<file path="src/rtl/ssp_ram.sv">
// ----------------------------------------------------------------------------
// ssp_ram: simple dual-port RAM
// One write port and one read port, read data registered.
// ----------------------------------------------------------------------------
module ssp_ram #(
  parameter int unsigned WIDTH = 8,
  parameter int unsigned DEPTH = 64,
  localparam int unsigned ADDR_W = (DEPTH > 1) ? $clog2(DEPTH) : 1
) (
  input  logic              clk_i,
  input  logic              we_i,
  input  logic [ADDR_W-1:0] waddr_i,
  input  logic [WIDTH-1:0]  wdata_i,
  input  logic              re_i,
  input  logic [ADDR_W-1:0] raddr_i,
  output logic [WIDTH-1:0]  rdata_o
);

  logic [WIDTH-1:0] mem_q [DEPTH];
  logic [WIDTH-1:0] rdata_q;

  always_ff @(posedge clk_i) begin
    if (we_i) begin
      mem_q[waddr_i] <= wdata_i;
    end
    if (re_i) begin
      rdata_q <= mem_q[raddr_i];
    end
  end

  assign rdata_o = rdata_q;

endmodule

</file>
<file path="config.mk">
export PLATFORM = sky130hd
export DESIGN_NAME = ssp_ram
export DESIGN_NICKNAME = d
export VERILOG_FILES = /design/src/rtl/ssp_ram.sv
export SDC_FILE = /design/constraint.sdc
export NUM_CORES = 1
export LEC_CHECK = 0
export CAP_MARGIN = 25
export CORE_ASPECT_RATIO = 0.7
export CORE_MARGIN = 3
export CORE_UTILIZATION = 57
export DETAILED_ROUTE_END_ITERATION = 10
export DONT_BUFFER_PORTS = 1
export GPL_TIMING_DRIVEN = 0
export PLACE_DENSITY = 0.75
export SYNTH_ARGS = -nofsm -noshare
export SYNTH_HDL_FRONTEND = slang
export SYNTH_SLANG_ARGS = --single-unit
</file>
<file path="constraint.sdc">
create_clock -name clk_i -period 2 [get_ports clk_i]
set_input_delay 0.3 -clock clk_i [delete_from_list [all_inputs] [get_ports clk_i]]
set_output_delay 0.3 -clock clk_i [all_outputs]
set_load 0.03 [all_outputs]
</file>
==> run summary <==
The flow ran to the end, but the final reports show violations. The final reports fail on negative setup slack. For this design the ratio of total power to cell area is about 1000 mW/mm^2. The final worst-path setup slack came out at -0.112 ns. The first routing iteration left 1464 violations. The yosys synthesis warning count is 0. The placed wire-length estimate came out at 29900 um. The floorplan step set the die width to 231 um. The utilization of the core after routing is between 60% and 70%.

The number of ports placed on the die boundary is 31. After filler insertion, the fill cell instance count of the layout stands at 2193. After detailed routing, the number of vias per cell comes to approximately 6.7. The remaining design rule violation count is 0. The clock share of power came out at 41.8%. Static timing analysis puts the maximum clock frequency at between 0.4 and 0.5 GHz. Once layout is done, the placed cells without fillers occupy roughly 0.023 mm^2.

The cell row count came out at 57. The critical path goes through mux4_2 -> mux4_2 -> nor2_4 -> nor3_2 -> o2bb2ai_2. The number of synthesized flops with an enable pin is 520.

The worst hold path belongs to the class primary input to register. The static leakage came out at 7.17 nW. The post-synthesis mux area share came out at roughly 16%. The internal power contribution is between 15 and 20 mW. The maximum vdd drop is roughly 0.6 mV.

The clock tree synthesis step divided the H-tree into 2 levels. The critical-path maximum fanout came out at 1. The average routed wire per standard cell came out at 31.9 um.

Buffers inserted during clock tree synthesis total 47. Summing all placed instances gives a cell area of about 0.021 mm^2. The routability congestion estimate from global placement is roughly 0.91.

The adder and majority cell fraction of the synthesized area is 0%. The synthesized area divided by synthesized cell count came out at 21.5 um^2. The most used flip-flop cell after synthesis is sky130_fd_sc_hd__edfxtp_1. The number of antenna violations at the first check in global routing came out at 0. The remaining antenna violation count is 0. The number of sinks driven by the clock tree is 520.

The via count of the first global-routing pass is between 9000 and 10000. The synthesized net count came out at 963. The sequential share of power is 52.5%. Setup violations remaining at the end of the flow were counted as 79. The total area of sequential cells is 0.0156 mm^2. The wire length of the first global-routing pass is between 60000 and 70000 um. The worst slew margin relative to its limit is between 30% and 40%.

By area, the combinational part of the netlist is dominated by multiplexers. The combined area of all synthesized cells is between 0.02 and 0.025 mm^2. The tool flagged a number of max-cap violations equal to 0. The power share of the combinational group came out at under 10%.

The final route contains roughly 10000 vias. In the synthesized netlist the async set-or-reset flop fraction comes to 0%. The total overflow reported by the global router is 0. The clock skew after layout came out at 0.0169 ns. The initial core utilization came out at about 58%. The type of the worst setup path is register to register. The number of buffers inserted by port buffering came out at 0. In the global route stage, overall resource usage came out at 26.0%. Hold is met by 0.114 ns.

Synthesis produced a netlist whose cell count is 940. The most numerous cell type found on the critical path is sky130_fd_sc_hd__mux4_2. Entering global routing, the biggest net connects 65 pins.

The final max-slew violation count is 0. The first-pass iteration count of the detailed router came out at 5. The maximum clock path buffer count came out at 3. Among all stages on the critical path, the largest delay is contributed by sky130_fd_sc_hd__mux4_2.

The area growth from synthesis to final layout came out at 14.2%. The height of the die is around 160 um. The post-synthesis share of cell area spent on xor and xnor gates came out at 0%.

Summing the sequential cell areas from Yosys gives roughly 77% of the chip area. TritonCTS built the clock tree. The number of library cell types mapped by synthesis is 39.

The clock edge transition at the registers on the reported setup and hold paths is 0.06 ns. For the worst-skew pair, the clock arrives at the later sink with an insertion delay of around 0.57 ns. The arrival time at the worst endpoint came out at 2.40 ns. The smallest clock period supported by the final layout is computed as ~2.1 ns. The number of synthesized register bits came out at 520. The post-detailed-routing wire length is ~48000 um. The ratio of cells with drive above 1 in the final layout came out at 29.4%.

Net switching is approximately 20% of the power. The area of the core region came out at approximately 0.035 mm^2. The clock root buffer is sky130_fd_sc_hd__clkbuf_16. The longest individual stage delay on the worst path is around 0.57 ns.

The repair_antennas step left the layout with diodes totalling 0. The transition time at the pin with the least slew margin is ~0.94 ns. Setup repair after global routing could not meet its margin everywhere. The multi-input logic area is 0.00462 mm^2. The layout net count is around 1000. The total negative slack came out at -4.13 ns. The basic-gate share of the synthesized area counting and, or, nand and nor cells is 3.37%. The required time at the endpoint of the critical path is 2.29 ns. The final hold violation count came to 0. STA classifies the critical path endpoint as a register. The portion of the clock cycle consumed by the worst path in the final layout is 106%. Summing the areas of all compound-gate instances in the mapped netlist gives ~2.1% of the synthesized area. The analysis attributes to net switching a power of approximately 4.8 mW. STA classifies the critical path startpoint as a register. The floorplan step defined a die boundary enclosing ~0.038 mm^2.
==> timing repair <==
action	in CTS	in global routing
buffers inserted	1	0
hold endpoints to repair	522	0
endpoints found under the setup margin	38	104
gates resized for setup	46	40
hold buffers	10	0
pin swaps	3	2
==> layout make-up <==
class	count	area share (%)
sequential	520	67.5
multi-input combinational	369	20.0
clock buffer	54	5.38
tap	472	2.55
clock inverter	33	1.77
buffer	50	1.65
timing repair buffer	13	1.14
==> flip-flops by register name, indices dropped and copies added (netlist names) <==
name,cells
mem_q,512
rdata_o,8
==> power by group through the flow <==
stage / Clock, mW / Combinational [mW] / Sequential, mW
after floorplan: 0 / 0.650 / 12.4
after global placement: 0 / 0.944 / 12.4
after detailed placement: 0 / 0.960 / 12.4
after CTS: 9.75 / 1.24 / 12.1
after global routing: 10.2 / 1.36 / 12.1
final: 9.67 / 1.30 / 12.1
==> path summary, 6_finish.rpt <==
path,startpoint,to,slack (ns),cells after the start
min,raddr_i[5],rdata_o[7],0.11,3
max,mem_q[2][2],rdata_o[2],-0.11,5
max reg2reg,mem_q[2][2],rdata_o[2],-0.11,5
min reg2reg,mem_q[22][1],rdata_o[1],1.04,4
==> critical path: cells and delay by family, from the launching register on <==
family	cells	cell delay (ns)
AND/OR/NAND/NOR	2	0.18
AO/OA/AOI/OAI	1	0.18
multiplexers	2	1.08
flip-flops	1	0.39
==> kinds of logic (layout without fill, tap and decap cells) <==
family | count (synthesis) | in the layout
AND/OR/NAND/NOR | 153 | 153
multiplexers | 162 | 162
buffers and inverters | 51 | 150
AO/OA/AOI/OAI | 54 | 54
flip-flops | 520 | 520
==> per-layer routing <==
metal | wire length [um] | vias up | global-route usage [%]
met5 | 0 | - | 0
met4 | 1560 | 0 | 7.91
met3 | 6030 | 97 | 8.82
met2 | 21300 | 690 | 37.4
met1 | 19200 | 5242 | 38.2
li1 | - | 4058 | -
==> synthesized netlist by cell type (3+ instances only) <==
master / count / area share [%]
sky130_fd_sc_hd__o221ai_1: 8 / 0.35
sky130_fd_sc_hd__buf_4: 13 / 0.48
sky130_fd_sc_hd__a22oi_1: 3 / 0.11
sky130_fd_sc_hd__nand2b_1: 7 / 0.22
sky130_fd_sc_hd__buf_1: 4 / 0.074
sky130_fd_sc_hd__nor3_1: 7 / 0.17
sky130_fd_sc_hd__edfxtp_1: 520 / 77
sky130_fd_sc_hd__nand3_1: 13 / 0.32
sky130_fd_sc_hd__mux2_2: 13 / 0.72
sky130_fd_sc_hd__mux4_2: 126 / 14
sky130_fd_sc_hd__o22ai_1: 8 / 0.25
sky130_fd_sc_hd__nor2_1: 83 / 1.5
sky130_fd_sc_hd__mux2i_1: 23 / 1.1
sky130_fd_sc_hd__clkbuf_1: 17 / 0.32
sky130_fd_sc_hd__o2111ai_1: 3 / 0.13
sky130_fd_sc_hd__buf_2: 11 / 0.27
sky130_fd_sc_hd__nand2_1: 19 / 0.35
sky130_fd_sc_hd__o2bb2ai_1: 3 / 0.13
sky130_fd_sc_hd__a211oi_1: 4 / 0.15
sky130_fd_sc_hd__a221oi_1: 6 / 0.26
sky130_fd_sc_hd__buf_6: 4 / 0.22
sky130_fd_sc_hd__nor2b_1: 14 / 0.43
sky130_fd_sc_hd__a21oi_1: 3 / 0.074
sky130_fd_sc_hd__nand3b_1: 3 / 0.11
==> metrics by stage <==
step	instances	power [mW]	setup WS [ns]
6_report	1511	23.1	-0.112
5_1_grt	1511	23.7	-0.143
4_1_cts	1512	23.1	-0.118
3_5_place_dp	1414	13.3	-1.13
3_3_place_gp	1412	13.3	-1.10
2_1_floorplan	940	13.0	0.00264
==> cells in the final DEF, fill, tap and decap left out, drive strengths merged, types with 2 or more instances in the layout <==
master / n
nand4: 2
nand2b: 7
edfxtp: 520
mux4: 126
o22ai: 8
buf: 42
a211oi: 4
a221oi: 6
o2111ai: 3
a22oi: 3
o2bb2ai: 3
nand3b: 3
nor2b: 14
nand3: 13
a2111oi: 2
mux2i: 23
nor4: 2
clkinv: 21
o21ai: 4
o221ai: 8
dlygate4sd3: 2
o221a: 2
o32ai: 2
nand2: 19
clkbuf: 73
nor2: 83
bufinv: 10
o21a: 2
nor3: 7
a21oi: 3
o41ai: 2
mux2: 13
Note: power is estimated with default switching activity, not from simulation.
